[src/hdl/can_frame_serial_deframer_unit_defines.svh]
// assertion macros for the serial can deframer
// no dependencies; included by the modules that carry assertions
`ifndef CAN_FRAME_SERIAL_DEFRAMER_UNIT_DEFINES_SVH
`define CAN_FRAME_SERIAL_DEFRAMER_UNIT_DEFINES_SVH

// same-cycle implication, disabled in reset
`define CFSD_ASSERT_NOW(label, clk, rst, ante, cons) \
   label: assert property (@(posedge clk) disable iff (rst) (ante) |-> (cons)) \
      else $error("cfsd assertion failed");

// next-cycle implication, disabled in reset
`define CFSD_ASSERT_NEXT(label, clk, rst, ante, cons) \
   label: assert property (@(posedge clk) disable iff (rst) (ante) |=> (cons)) \
      else $error("cfsd assertion failed");

`endif

[src/hdl/cfsd_pkg.sv]
// shared widths, limits and register indexes of the serial can deframer
// no dependencies
`default_nettype none

package cfsd_pkg;

   // field widths
   localparam int RX_W       = 8;
   localparam int ID_W       = 16;
   localparam int RTR_W      = 8;
   localparam int LEN_W      = 4;
   localparam int MSG_DATA_W = 64;
   localparam int RSP_TDATA_W = 96;   // 92 bits of fields, padded to whole bytes

   // frame limits
   localparam int MAX_PAYLOAD_DEF = 8;
   localparam int LEN_MIN         = 3;

   // configuration port
   localparam int CSR_IDX_W  = 1;
   localparam int CSR_DATA_W = 8;
   localparam logic [CSR_IDX_W-1:0] CSR_SYNC_FIRST  = 1'd0;
   localparam logic [CSR_IDX_W-1:0] CSR_SYNC_SECOND = 1'd1;

endpackage

`default_nettype wire

[src/hdl/can_frame_serial_deframer_unit.sv]
// serial can deframer: sync hunt, length check and message assembly
// depends on cfsd_pkg and can_frame_serial_deframer_unit_defines.svh
// throughput: one byte per cycle; req_tready drops only while a message waits unaccepted
// a message turns valid in the cycle after its last byte beat is accepted,
// since the single byte-wide state update is combinational and feeds the output register
// reset (synchronous, active high): hunting for sync, sync values zero, no message held
`default_nettype none

module can_frame_serial_deframer_unit #(
   parameter int MAX_PAYLOAD = cfsd_pkg::MAX_PAYLOAD_DEF
) (
   input  wire logic                              clock,
   input  wire logic                              reset,
   // receive byte channel
   input  wire logic                              req_tvalid,
   output logic                                   req_tready,
   input  wire logic [cfsd_pkg::RX_W-1:0]         req_tdata,   // rx_byte[7:0]
   // message channel
   output logic                                   rsp_tvalid,
   input  wire logic                              rsp_tready,
   // msg_id[15:0], msg_rtr[23:16], msg_len[27:24], msg_data[91:28], zero[95:92]
   output logic [cfsd_pkg::RSP_TDATA_W-1:0]       rsp_tdata,
   // configuration writes
   input  wire logic                              csr_wr_en,
   input  wire logic [cfsd_pkg::CSR_IDX_W-1:0]    csr_index,
   input  wire logic [cfsd_pkg::CSR_DATA_W-1:0]   csr_wr_data
);

`include "can_frame_serial_deframer_unit_defines.svh"

   localparam int DATA_W  = MAX_PAYLOAD * 8;
   localparam int LEN_MAX = cfsd_pkg::LEN_MIN + MAX_PAYLOAD;
   localparam int PAD_W   = cfsd_pkg::RSP_TDATA_W - cfsd_pkg::ID_W - cfsd_pkg::RTR_W
                            - cfsd_pkg::LEN_W - cfsd_pkg::MSG_DATA_W;

   typedef enum logic [1:0] {
      PH_HUNT,
      PH_SYNC1,
      PH_LENGTH,
      PH_BODY
   } phase_type;

   // state
   phase_type                      phase_ff, phase_in;
   logic [cfsd_pkg::LEN_W-1:0]     frame_len_ff, frame_len_in;
   logic [cfsd_pkg::LEN_W-1:0]     byte_cnt_ff, byte_cnt_in;
   logic [cfsd_pkg::ID_W-1:0]      id_ff, id_in;
   logic [cfsd_pkg::RTR_W-1:0]     rtr_ff, rtr_in;
   logic [DATA_W-1:0]              data_ff, data_in;
   logic [cfsd_pkg::RX_W-1:0]      sync_first_ff, sync_second_ff;

   // output register
   logic                           rsp_valid_ff, rsp_valid_in;
   logic [cfsd_pkg::ID_W-1:0]      rsp_id_ff;
   logic [cfsd_pkg::RTR_W-1:0]     rsp_rtr_ff;
   logic [cfsd_pkg::LEN_W-1:0]     rsp_len_ff;
   logic [cfsd_pkg::MSG_DATA_W-1:0] rsp_data_ff;

   logic                           accept;
   logic                           emit;
   logic [cfsd_pkg::LEN_W-1:0]     cnt_next;
   logic [cfsd_pkg::RX_W-1:0]      rx_byte;

   assign rx_byte    = req_tdata;
   assign req_tready = !rsp_valid_ff || rsp_tready;
   assign accept     = req_tvalid && req_tready;
   assign cnt_next   = byte_cnt_ff + 4'd1;

   // per-byte phase update and body collection
   always_comb begin
      phase_in     = phase_ff;
      frame_len_in = frame_len_ff;
      byte_cnt_in  = byte_cnt_ff;
      id_in        = id_ff;
      rtr_in       = rtr_ff;
      data_in      = data_ff;
      emit         = 1'b0;
      if (accept) begin
         unique case (phase_ff)
            PH_HUNT: begin
               if (rx_byte == sync_first_ff) phase_in = PH_SYNC1;
            end
            PH_SYNC1: begin
               phase_in = (rx_byte == sync_second_ff) ? PH_LENGTH : PH_HUNT;
            end
            PH_LENGTH: begin
               if (rx_byte < 8'(cfsd_pkg::LEN_MIN) || rx_byte > 8'(LEN_MAX)) begin
                  phase_in = PH_HUNT;
               end else begin
                  frame_len_in = rx_byte[cfsd_pkg::LEN_W-1:0];
                  byte_cnt_in  = '0;
                  id_in        = '0;
                  rtr_in       = '0;
                  data_in      = '0;
                  phase_in     = PH_BODY;
               end
            end
            PH_BODY: begin
               // identifier low, identifier high, rtr, then data lanes
               if (byte_cnt_ff == 4'd0) id_in[7:0]  = rx_byte;
               if (byte_cnt_ff == 4'd1) id_in[15:8] = rx_byte;
               if (byte_cnt_ff == 4'd2) rtr_in      = rx_byte;
               for (int i = 0; i < MAX_PAYLOAD; i++) begin
                  if (byte_cnt_ff == 4'(cfsd_pkg::LEN_MIN + i)) data_in[i*8 +: 8] = rx_byte;
               end
               byte_cnt_in = cnt_next;
               if (cnt_next >= frame_len_ff) begin
                  emit        = 1'b1;
                  byte_cnt_in = '0;
                  phase_in    = PH_HUNT;
               end
            end
         endcase
      end
   end

   // output valid: set by a finished frame, cleared when the beat is taken
   always_comb begin
      if (emit) begin
         rsp_valid_in = 1'b1;
      end else if (rsp_tready) begin
         rsp_valid_in = 1'b0;
      end else begin
         rsp_valid_in = rsp_valid_ff;
      end
   end

   // control state and configuration
   always_ff @(posedge clock) begin
      if (reset) begin
         phase_ff       <= PH_HUNT;
         byte_cnt_ff    <= '0;
         frame_len_ff   <= '0;
         rsp_valid_ff   <= 1'b0;
         sync_first_ff  <= '0;
         sync_second_ff <= '0;
      end else begin
         phase_ff     <= phase_in;
         byte_cnt_ff  <= byte_cnt_in;
         frame_len_ff <= frame_len_in;
         rsp_valid_ff <= rsp_valid_in;
         if (csr_wr_en) begin
            unique case (csr_index)
               cfsd_pkg::CSR_SYNC_FIRST:  sync_first_ff  <= csr_wr_data;
               cfsd_pkg::CSR_SYNC_SECOND: sync_second_ff <= csr_wr_data;
            endcase
         end
      end
   end

   // payload registers
   always_ff @(posedge clock) begin
      id_ff   <= id_in;
      rtr_ff  <= rtr_in;
      data_ff <= data_in;
      if (emit) begin
         rsp_id_ff   <= id_in;
         rsp_rtr_ff  <= rtr_in;
         rsp_len_ff  <= frame_len_ff - 4'(cfsd_pkg::LEN_MIN);
         rsp_data_ff <= 64'(data_in);
      end
   end

   assign rsp_tvalid = rsp_valid_ff;
   assign rsp_tdata  = {{PAD_W{1'b0}}, rsp_data_ff, rsp_len_ff, rsp_rtr_ff, rsp_id_ff};

   // checks
   `CFSD_ASSERT_NOW(a_stall_only_when_full, clock, reset, !req_tready, rsp_valid_ff)
   `CFSD_ASSERT_NOW(a_len_in_range, clock, reset, rsp_valid_ff,
                    rsp_len_ff <= 4'(MAX_PAYLOAD))
   `CFSD_ASSERT_NOW(a_unused_bytes_zero, clock, reset, rsp_valid_ff,
                    (rsp_data_ff >> {rsp_len_ff, 3'b000}) == 64'd0)
   `CFSD_ASSERT_NEXT(a_emit_from_body, clock, reset, emit,
                     rsp_valid_ff && phase_ff == PH_HUNT && byte_cnt_ff == 4'd0)

endmodule

`default_nettype wire

[config.mk]
export PLATFORM = sky130hd
export DESIGN_NAME = can_frame_serial_deframer_unit
export DESIGN_NICKNAME = d
export VERILOG_FILES = /design/src/hdl/cfsd_pkg.sv /design/src/hdl/can_frame_serial_deframer_unit.sv
export VERILOG_INCLUDE_DIRS = /design/src /design/src/hdl
export SDC_FILE = /design/constraint.sdc
export NUM_CORES = 1
export LEC_CHECK = 0
export BUFFER_PORTS_ARGS = -buffer_cell sky130_fd_sc_hd__buf_2
export CAP_MARGIN = 20
export CORE_ASPECT_RATIO = 0.5
export CORE_MARGIN = 10
export CORE_UTILIZATION = 55
export CTS_BUF_LIST = sky130_fd_sc_hd__clkbuf_16
export DETAILED_ROUTE_END_ITERATION = 8
export PLACE_DENSITY_LB_ADDON = 0.12
export REMOVE_ABC_BUFFERS = 1
export SETUP_SLACK_MARGIN = 0.5
export SYNTH_ARGS = -nofsm -noshare
export SYNTH_HDL_FRONTEND = slang
export SYNTH_SLANG_ARGS = --single-unit
[constraint.sdc]
create_clock -name clock -period 4.9 [get_ports clock]
set_input_delay 0.98 -clock clock [delete_from_list [all_inputs] [get_ports clock]]
set_output_delay 0.98 -clock clock [all_outputs]
set_load 0.01 [all_outputs]
After elaboration in Yosys (flattened, before gate mapping) --
Cells that the tools add are included. W data, S select, Z words.
Storage, ports and cells: register bits 207, input bits 22, output and inout port bits 98, word-level logic and storage cells 84
Operators by class: add/sub/neg operators 2, magnitude comparators 3, equality and inequality tests 18, muxes and demuxes 33, bitwise operators 2, reduce and logical (&&, ||, !) cells 13
Operators with widths (count):
- $mux W64 | 2
- $pmux W64 S2 | 1
- $mux W8 | 13
- $mux W16 | 2
- $pmux W16 S2 | 1
- $eq A4 B3 Y1 const B | 4
- $eq A8 B8 Y1 | 2
- $pmux W8 S2 | 1
- $eq A4 B4 Y1 const B | 3
- $reduce_and A3 Y1 | 3
- $eq A4 B2 Y1 const B | 2
- $gt A8 B4 Y1 const B | 1
- $lt A8 B2 Y1 const B | 1
- $mux W2 | 4
- $mux W4 | 2
- $pmux W2 S4 | 1
- $pmux W4 S2 | 1
- $ne A2 B2 Y1 const B | 3
- $mux W1 | 5
- $add A4 B1 Y4 const B | 1
- $eq A2 B2 Y1 const B | 2
- $eq A4 B1 Y1 const B | 1
- $ge A4 B4 Y1 | 1
- $logic_not A4 Y1 | 1
- other kinds (9) | 13

Longest topological paths before layout --
Gate-level depths: netlist of the first run.
depth in word-level cells 6, mapped depth 8, mapped depth without buffers 8

Worst setup path before layout of the first run --
Ideal clock, no wire load.
path type input to register, start point in rsp_tready, end point reg rsp_data_ff[0] (netlist bit) (enable), library setup time 0.445 ns, data arrival time 3.642 ns, required time 4.455 ns, path slack 0.813 ns, stages 5, path buffers 1, path through nand2b_1 > and3_1 > clkbuf_1 > nand4_1 > inv_1
On the way: cells in the longest elaborated chain, start to end 3
RTL lines:
- from (decl) | RTL line can_frame_serial_deframer_unit.sv:20 | input wire logic rsp_tready,
- $logic_or A1 B1 Y1 | RTL line can_frame_serial_deframer_unit.sv:65 | assign req_tready = !rsp_valid_ff || rsp_tready;
- $logic_and A1 B1 Y1 | RTL line can_frame_serial_deframer_unit.sv:66 | assign accept = req_tvalid && req_tready;
- $mux W1 | RTL line can_frame_serial_deframer_unit.sv:78 | if (accept) begin
- via emit | RTL line can_frame_serial_deframer_unit.sv:60 | logic emit;
- to (signal assigned) | RTL line can_frame_serial_deframer_unit.sv:160 | rsp_data_ff <= 64'(data_in);
- to (decl) | RTL line can_frame_serial_deframer_unit.sv:57 | logic [cfsd_pkg::MSG_DATA_W-1:0] rsp_data_ff;
The timed path passes the listed nets, and every way through them passes these cells. A chain may end at the register's enable or synchronous reset.

Final worst setup path of the first run --
start point reg byte_cnt_ff[0] (netlist bit), end point reg rsp_data_ff[34] (netlist bit) (enable)
On the way: cells in the longest elaborated chain, start to end 5
RTL lines:
- from (decl) | RTL line can_frame_serial_deframer_unit.sv:46 | logic [cfsd_pkg::LEN_W-1:0] byte_cnt_ff, byte_cnt_in;
- from (signal assigned) | RTL line can_frame_serial_deframer_unit.sv:139 | byte_cnt_ff <= byte_cnt_in;
- $add A4 B1 Y4 | RTL line can_frame_serial_deframer_unit.sv:67 | assign cnt_next = byte_cnt_ff + 4'd1;
- $ge A4 B4 Y1 | RTL line can_frame_serial_deframer_unit.sv:107 | if (cnt_next >= frame_len_ff) begin
- $mux W1 | RTL line can_frame_serial_deframer_unit.sv:107
- $mux W1 | RTL line can_frame_serial_deframer_unit.sv:79 | unique case (phase_ff)
- $mux W1 | RTL line can_frame_serial_deframer_unit.sv:78
- via emit | RTL line can_frame_serial_deframer_unit.sv:60
The timed path passes the listed nets, and every way through them passes these cells.

==> flow_summary.ini, run 1 <==
[worst_setup_path]
r2r_slack_ns = 1.68
cp_data_arrival_time_ns = 3.41
path_cells = inv_1, ha_1, ha_1, a2111o_1, nand4_1, clkinv_2, buf_12
slowest_delay_ns = 0.62
worst-r2r-cell-count = 7
reg2reg_to = rsp_data_ff[34]
cpMaxStageDelayCell = clkinv_2
reg2reg_from = byte_cnt_ff[0]
cp_max_fo = 48
required_ns = 5.10
path_delay_family = buffers and inverters
cpMostUsedCell = ha_1
path_class = flop to flop
end_kind = flop
path_buf_inv = 3
start_kind = flop

[clocking]
ctsHtreeMaxLevel = 1
postCtsSetupRepairBufs = 0
post_cts_resized = 0
cts_root_buf = clkbuf_16
clk_latency_ns = 0.48
cts-hold-fix-buffers = 0
clockBufferDepth = 3
cts_buffers = 18
cts.sinks = 207
tritoncts = yes
clkTransAtPathRegs_ns = 0.07

[hold_path]
hold_depth = 1
min_to = data_ff[14]
worstHoldStart = data_ff[14]
min_path_type = flop to flop

[timing]
rsz0062_at_grt = false
finalHoldViolations = 0
finalClockSkew_ns = 0.0112
max_freq_mhz = 311
layout_setup_ws_ns = 1.68
fin_crit_sh_pct = 65.6
fin_crit_ns = 3.22
slew_violations = 0
slew_headroom_pct = 44.2
tightest_slew_ns = 0.837
setup_viol = 0
tns_ns = 0

[drt]
wirelength_um = 16800
avgRoutedWirePerCell_um = 18.5
drtPass1Iterations = 5
routed-via-count = 4928
via_per_inst = 5.45
wl_met1_um = 7960
drt-initial-drc-count = 402
drc_errors = 0
wl_met3_um = 1360
met2_wirelength_um = 7250
top_layer = met4
ant_nets = 0

[logic_synthesis]
synth-edff-count = 92
netlist.area_leader.share_pct = 38.4
synth_ff_type = dfxtp_1
synth_cells = 608
synth_seq_cells = 207
async_flop_share_pct = 0
synthTopCellsByArea = edfxtp_1 (38%), dfxtp_1 (32%), nand2_1 (5.9%), o21ai_0 (5.8%), xor2_1 (1.6%)
synth_warnings = 0
synthesis.area_um2 = 7200
yosys.area.top_type = edfxtp_1
yosysUniqueCellTypes = 40
avgSynthCellArea_um2 = 11.8
yosysSeqAreaShare_pct = 70.3

[grt]
grt_pass1_vias = 4827
grt_pass1_wl_um = 26100
grt_max_degree = 49
grt_overflow = 0
grt_usage_pct = 17.6
antenna_found_initial = 0

[placement]
dp_hpwl_um = 11300
gp_congestion = 0.812
pre_cts_slack_ns = 1.05
portBuffers = 115

[floorplan]
die_w_um = 182
die_h_um = 101
coreArea_um2 = 12700
start_util_pct = 56.5
io_pins = 120
fp-row-count = 29
dieArea_um2 = 18300

[finish]
diodes = 0
drive_above_1_share_pct = 20.4
syn_to_final_growth_pct = 17.9
fillers = 987
nets = 754

[run_status]
status = completed

[power]
leakage_nw = 3.47
power.density_nw_per_um2 = 380
ir_drop_mv = 0.243

[flow_run]
maxCapViolations = 0
cells in the mapped netlist (5+ instances only):
| cell type | n |
|---|---|
| o22a_1 | 6 |
| clkbuf_1 | 17 |
| edfxtp_1 | 92 |
| ha_1 | 9 |
| nand2_1 | 114 |
| mux2i_1 | 8 |
| xor2_1 | 13 |
| dfxtp_1 | 115 |
| buf_4 | 5 |
| o21ai_0 | 84 |
| nor2_1 | 24 |
| a21oi_1 | 22 |
| xnor2_1 | 7 |
| inv_1 | 8 |
| and3_1 | 12 |
| o21ai_1 | 9 |
| nand3_1 | 22 |
layer usage:
layer / global-route usage [%] / vias up
li1: - / 2373
met1: 24.6 / 2364
met2: 26.5 / 174
met3: 5.38 / 17
met4: 3.29 / 0
met5: 0 / -
cell families (layout without fill, tap and decap cells):
family          count (synthesis)  count (layout)  share of synthesized area (%)
buf+inv                        33             157                           2.02
other cells                     1               4                         0.0521
compound gates                136             136                           10.7
simple gates                  194             194                           11.8
flops                         207             207                           70.3
xor+xnor                       20              20                           2.43
mux                             8               8                           1.11
fa+ha+maj                       9               9                           1.56
how the worst max path moves through the flow:
| stage | from | endpoint | cells after the start | slack, ns |
|---|---|---|---|---|
| floorplan | rsp_tready | rsp_data_ff[0] | 4 | 0.77 |
| global placement | req_tdata[7] | rsp_data_ff[6] | 5 | 1.09 |
| detailed placement | req_tdata[7] | rsp_data_ff[16] | 6 | 1.05 |
| CTS | req_tdata[7] | rsp_data_ff[20] | 6 | 1.54 |
| global route | byte_cnt_ff[0] | rsp_data_ff[32] | 7 | 1.52 |
| finish | byte_cnt_ff[0] | rsp_data_ff[34] | 7 | 1.68 |
state kept, by name, summed over array words and instances (netlist names), 2 cells and up:
| register | count |
|---|---|
| data_ff | 64 |
| rsp_data_ff | 64 |
| id_ff | 16 |
| rsp_id_ff | 16 |
| rsp_rtr_ff | 8 |
| rtr_ff | 8 |
| sync_first_ff | 8 |
| sync_second_ff | 8 |
| byte_cnt_ff | 4 |
| frame_len_ff | 4 |
| rsp_len_ff | 4 |
| phase_ff | 2 |
power by group:
| part | total (mW) | internal [mW] | switching, mW |
|---|---|---|---|
| logic | 0.0556 | 0.0204 | 0.0352 |
| clock network | 1.38 | 0.763 | 0.616 |
| registers | 1.80 | 1.79 | 0.00444 |
cell type report:
type	instances	area, um2	area share, %
multi-input combinational	371	2000	23.6
clock buffer	19	475	5.60
inverter	8	31.3	0.368
sequential	207	5060	59.6
tap	170	213	2.50
clock inverter	13	97.6	1.15
timing repair buffer	117	607	7.15
cells in the final DEF, fill, tap and decap left out, drive strengths merged, types with 6 or more instances in the layout:
cell type and instances:
nand3 22, nand2 114, xor2 13, a21oi 22, clkbuf 19, xnor2 7
o21ai 97, clkinv 6, and3 12, inv 11, dfxtp 115, ha 9
edfxtp 92, nor2 24, buf 117, o22a 6, mux2i 8
metrics by stage:
step,hold slack (ns),power (mW),cell area [um2],cells,utilization [%]
2_1_floorplan,0.427,1.86,7100,586,-
3_3_place_gp,0.436,1.89,7910,872,62.1
3_5_place_dp,0.450,1.89,7910,872,62.1
4_1_cts,0.465,3.25,8480,904,66.6
5_1_grt,0.480,3.32,8490,905,66.7
6_report,0.466,3.23,8490,905,66.7
worst reg2reg max path: cells and delay by family, from the launching register on:
family | cells | cell delay (ns)
buf+inv | 3 | 1.21
flops | 1 | 0.48
simple gates | 1 | 0.18
compound gates | 1 | 0.40
fa+ha+maj | 2 | 0.63
(Power assumes the default switching activity.)
==> run 2: changes to the inputs <==
ABC_AREA = 1   (was not set)
CORE_UTILIZATION = 50   (was 55)
clock period = 2.7 ns   (was 4.9 ns; I/O delays follow)
==> run 2 against run 1 <==
Against the previous run: die area increased by 12%; clock-buffer cell count unchanged; critical endpoint is now rsp_data_ff[35]; register-to-register slack got worse by 1.2 ns.
==> flow_summary.ini, run 2 <==
[drt]
drc_errors = 0
wirelength_um = 18500
drtPass1Iterations = 5
via_per_inst = 5.15
drt-initial-drc-count = 426
avgRoutedWirePerCell_um = 18.0
routed-via-count = 5312
ant_nets = 0

[clocking]
clkTransAtPathRegs_ns = 0.07
cts_root_buf = clkbuf_16
tritoncts = yes
clockBufferDepth = 3
cts.sinks = 207
ctsHtreeMaxLevel = 1
clk_latency_ns = 0.49
cts_buffers = 19

[worst_setup_path]
cp_max_fo = 14
path_buf_inv = 0
required_ns = 2.99
cpMaxStageDelayCell = dfxtp_1
path_cells = nand2_4, nor2_4, nand2_1, o21ai_0
cp_data_arrival_time_ns = 2.50
start_kind = flop
path_class = flop to flop
r2r_slack_ns = 0.49
path_delay_family = simple AND/OR/NAND/NOR gates
end_kind = flop
slowest_delay_ns = 0.55

[grt]
antenna_found_initial = 0
grt_pass1_wl_um = 28000
grt_max_degree = 37
grt_pass1_vias = 5074
grt_overflow = 0
grt_usage_pct = 17.3

[logic_synthesis]
synth_ff_type = dfxtp_1
yosysMostFrequentCell = nand2_1
synthesis.area_um2 = 7490
synth_seq_cells = 207
synth_cells = 684
avgSynthCellArea_um2 = 11.0
yosys.area.top_type = edfxtp_1
synthTopCellsByCount = nand2_1 (129), dfxtp_1 (115), o21ai_0 (99), edfxtp_1 (92), inv_1 (47)
async_flop_share_pct = 0
yosysUniqueCellTypes = 34
netlist.area_leader.share_pct = 36.9
synthTopCellsByArea = edfxtp_1 (37%), dfxtp_1 (31%), o21ai_0 (6.6%), nand2_1 (6.5%), o21ai_1 (2.5%)
synth-edff-count = 92
synth_warnings = 0
yosysSeqAreaShare_pct = 67.6

[finish]
final_cell_mix = nand2_1 (127), buf_2 (115), dfxtp_1 (111), o21ai_0 (98), edfxtp_1 (92)
nets = 851
final_common_cell = nand2_1
drive_above_1_share_pct = 24.8
diodes = 0
final_util_pct = 63.0
syn_to_final_growth_pct = 22.7
reg_top3 = data_ff x64, rsp_data_ff x64

[placement]
gp_congestion = 0.864
portBuffers = 115
dp_hpwl_um = 11800

[floorplan]
coreArea_um2 = 14600
fp-row-count = 31
die_h_um = 107
io_pins = 120
die_w_um = 193
start_util_pct = 51.4
dieArea_um2 = 20600

[power]
power.density_nw_per_um2 = 660
power.total_mw = 6.07
leakage_nw = 3.74
ir_drop_mv = 0.456

[timing]
finalClockSkew_ns = 0.00915
slew_violations = 0
fin_crit_sh_pct = 81.9
tightest_slew_ns = 0.683
slew_headroom_pct = 54.4
max_freq_mhz = 452
setup_viol = 0
fin_crit_ns = 2.21
finalHoldViolations = 0
rsz0062_at_grt = true

[hold_path]
min_path_type = input port to flop

[flow_run]
maxCapViolations = 0

[run_status]
status = completed
==> run 2: cell count changes in the layout (fill, tap and decap cells not counted), sizes merged, moves of 5 or more <==
cell | previous run | this run
clkbuf | 19 | 24
nand2 | 114 | 139
buf | 117 | 129
inv | 11 | 56
o22a | 6 | 0
mux2i | 8 | 0
nor2 | 24 | 44
xor2 | 13 | 3
a21oi | 22 | 27
and3 | 12 | 1
o21ai | 97 | 142
==> run 2: worst paths after layout <==
| check | depth (start not counted) | from | to |
|---|---|---|---|
| max | 4 | phase_ff[0] | rsp_data_ff[35] |
| min | 3 | csr_wr_data[2] | sync_first_ff[2] |
| max reg2reg | 4 | phase_ff[0] | rsp_data_ff[35] |
| min reg2reg | 2 | data_ff[22] | data_ff[22] |
==> run 2: power by group <==
group	internal [mW]	switching [mW]	total (mW)	leakage [nW]
sequential	3.32	0.0213	3.34	1.76
combinational	0.0652	0.107	0.172	1.68
clock	1.39	1.15	2.55	0.304
==> run 2: area by class of cell <==
type,count,area [um2]
clock buffers,19,475
well taps,198,248
clock inverters,15,105
fillers,1219,5390
inverters,52,200
repair buffers,134,935
flip-flops and latches,207,5080
multi-input cells,406,2150
==> run 2: cell families (layout without fill, tap and decap cells) <==
kind of cell	after synthesis	count (layout)	share of synthesized area (%)
AO/OA/AOI/OAI	173	173	12.8
XOR/XNOR	14	14	1.64
adder cells (fa/ha/maj)	9	9	1.50
buffers and inverters	74	220	4.41
flip-flops	207	207	67.6
other	1	4	0.0501
AND/OR/NAND/NOR	206	206	12.0
==> run 2: tightest hold or removal path, stage by stage <==
cell and delay (ns):
buf_2 0.09, nor2_1 0.04, nor2_1 0.08
==> run 2: metrics by stage <==
stage | TNS [ns] | area (um2) | hold WS [ns] | std cells | setup slack [ns]
6_report | 0 | 9190 | 0.288 | 1031 | 0.488
5_1_grt | 0 | 9190 | 0.293 | 1031 | 0.335
4_1_cts | 0 | 8990 | 0.272 | 1022 | 0.490
3_5_place_dp | 0 | 8250 | 0.453 | 982 | 0.351
3_3_place_gp | 0 | 8250 | 0.444 | 982 | 0.446
2_1_floorplan | -87.28 | 7370 | 0.431 | 665 | -0.949
==> run 2: what timing repair did <==
item                                    in CTS  in global routing
endpoints found under the setup margin      92                136
hold buffers                                 0                  0
resized for setup                           10                 15
endpoints found under the hold margin        0                  0
setup buffers                                2                  4
pin swaps                                    0                  1
gates cloned                                 4                  5
==> run 2: per-layer routing <==
layer	share of wire (%)	vias to the layer above	global-route usage [%]
met5	0	-	0
met4	1.6	0	3.98
met3	7.2	27	4.34
met2	44	163	26.5
met1	47	2535	24.1
li1	-	2587	-
==> run 3: changes to the inputs <==
CORE_UTILIZATION = 56   (was 50)
clock period = 2.31 ns   (was 2.7 ns; I/O delays follow)
==> run 3 against run 2 <==
Against the previous run: cell count fell by 0.19%; die area fell by 9.2%; sequential share of layout area fell by 2.8 points; cell area rose by 5.3%; flip-flop and latch count did not move; fmax rose by 1.9%; setup slack got worse by 0.35 ns; core utilization rose by 12 points; critical path depth rose by 7; hold slack got worse by 0.075 ns; total power rose by 15%; first-iteration DRC count fell by 0.23%; largest power group unchanged.
==> flow_summary.ini, run 3 (synthesis gave the netlist of run 2 again) <==
[timing]
tightest_slew_ns = 0.635
fin_crit_ns = 2.17
tns_ns = 0
fin_crit_sh_pct = 94.0
slew_headroom_pct = 57.6
setup_viol = 0
layout_setup_ws_ns = 0.138
finalClockSkew_ns = 0.0177
finalHoldViolations = 0
max_freq_mhz = 461
slew_violations = 0
rsz0062_at_grt = true

[finish]
final_cell_mix = nand2_1 (121), buf_2 (115), dfxtp_1 (111), edfxtp_1 (92), o21ai_0 (88)
nets = 878
syn_to_final_growth_pct = 29.2
drive_above_1_share_pct = 30.7
diodes = 0
final_common_cell = nand2_1
fin_cells = 1029
design_area_um2 = 9680
reg_top3 = data_ff x64, rsp_data_ff x64

[drt]
wirelength_um = 19100
avgRoutedWirePerCell_um = 18.5
drt-initial-drc-count = 425
drc_errors = 0
via_per_inst = 5.32
ant_nets = 0
drtPass1Iterations = 5
routed-via-count = 5471

[floorplan]
start_util_pct = 58.2
dieArea_um2 = 18700
coreArea_um2 = 12900
die_w_um = 184
io_pins = 120
die_h_um = 102
fp-row-count = 29

[power]
power.total_mw = 6.95
leakage_nw = 3.91
seq_power_share_pct = 56.2
power.density_nw_per_um2 = 718
power_switching_mw = 1.45
p_clk_share_pct = 40.7
swShare_pct = 20.8
pwr-share-comb_pct = 3.0
ir_drop_mv = 0.538
p_int_mw = 5.50

[clocking]
ctsHtreeMaxLevel = 1
clkTransAtPathRegs_ns = 0.07
clk_latency_ns = 0.49
tritoncts = yes
cts-hold-fix-buffers = 0
cts_root_buf = clkbuf_16
cts_buffers = 18
cts.sinks = 207
clockBufferDepth = 3

[grt]
grt_overflow = 0
grt_pass1_wl_um = 29000
grt_max_degree = 30
grt_pass1_vias = 5362
grt_usage_pct = 19.5
antenna_found_initial = 0

[run_status]
status = completed

[worst_setup_path]
path_class = flop to flop
cp_data_arrival_time_ns = 2.42
r2r_slack_ns = 0.14
end_kind = flop
required_ns = 2.56
start_kind = flop
cp_max_fo = 6

[placement]
dp.cells = 967
portBuffers = 115
dp_hpwl_um = 11800
pre_cts_slack_ns = 0.0260
place_area_um2 = 8310
gp_congestion = 0.836

[flow_run]
maxCapViolations = 0

[hold_path]
min_path_type = input port to flop
[run 3: timing repair]
action / 4_1_cts / 5_1_grt
endpoints found under the hold margin: 0 / 0
gates cloned: 9 / 5
pin swaps: 6 / 17
setup endpoints to repair: 140 / 197
buffers inserted: 10 / 6
gates resized for setup: 44 / 46
[run 3: area by class of cell]
class | count | area (um2)
clock buffer | 18 | 450
timing repair buffer | 162 | 1300
fill | 837 | 3200
inverter | 52 | 213
multi-input combinational | 406 | 2330
sequential | 207 | 5070
clock inverter | 14 | 96.3
tap | 170 | 213
[run 3: metal layers]
| metal | vias up | GRT usage (%) | routed length [um] |
|---|---|---|---|
| met1 | 2580 | 26.9 | 8510 |
| li1 | 2647 | - | - |
| met3 | 37 | 6.32 | 1930 |
| met4 | 0 | 3.88 | 344 |
| met5 | - | 0 | 0 |
| met2 | 207 | 29.8 | 8300 |
[run 3: power by group through the flow]
stage / logic [mW] / clock network (mW) / registers (mW)
floorplan: 0.133 / 0 / 3.99
global placement: 0.195 / 0 / 3.99
detailed placement: 0.202 / 0 / 3.99
CTS: 0.204 / 2.86 / 3.91
global route: 0.240 / 3.02 / 3.91
finish: 0.210 / 2.83 / 3.91
[run 3: path summary, 6_finish.rpt]
| kind | from | to | cells after the start |
|---|---|---|---|
| max | byte_cnt_ff[0] | rsp_data_ff[19] | 11 |
| min | reset | phase_ff[1] | 2 |
| max reg2reg | byte_cnt_ff[0] | rsp_data_ff[19] | 11 |
| min reg2reg | data_ff[18] | data_ff[18] | 2 |
[run 3: worst max-delay path: stages, from the launching register on]
cell and delay [ns]:
dfxtp_4 0.40, nand3_2 0.10, xor2_1 0.16, inv_1 0.11
ha_4 0.26, a21oi_2 0.17, nand3_2 0.13, nand2_4 0.10
clkinv_4 0.10, buf_6 0.14, buf_12 0.12, buf_16 0.13
[run 3: per-stage QoR]
stage | util [%] | hold slack, ns
finish | 75.1 | 0.213
global route | 75.1 | 0.206
floorplan | - | 0.431
CTS | 72.7 | 0.208
global placement | 64.5 | 0.440
detailed placement | 64.5 | 0.456
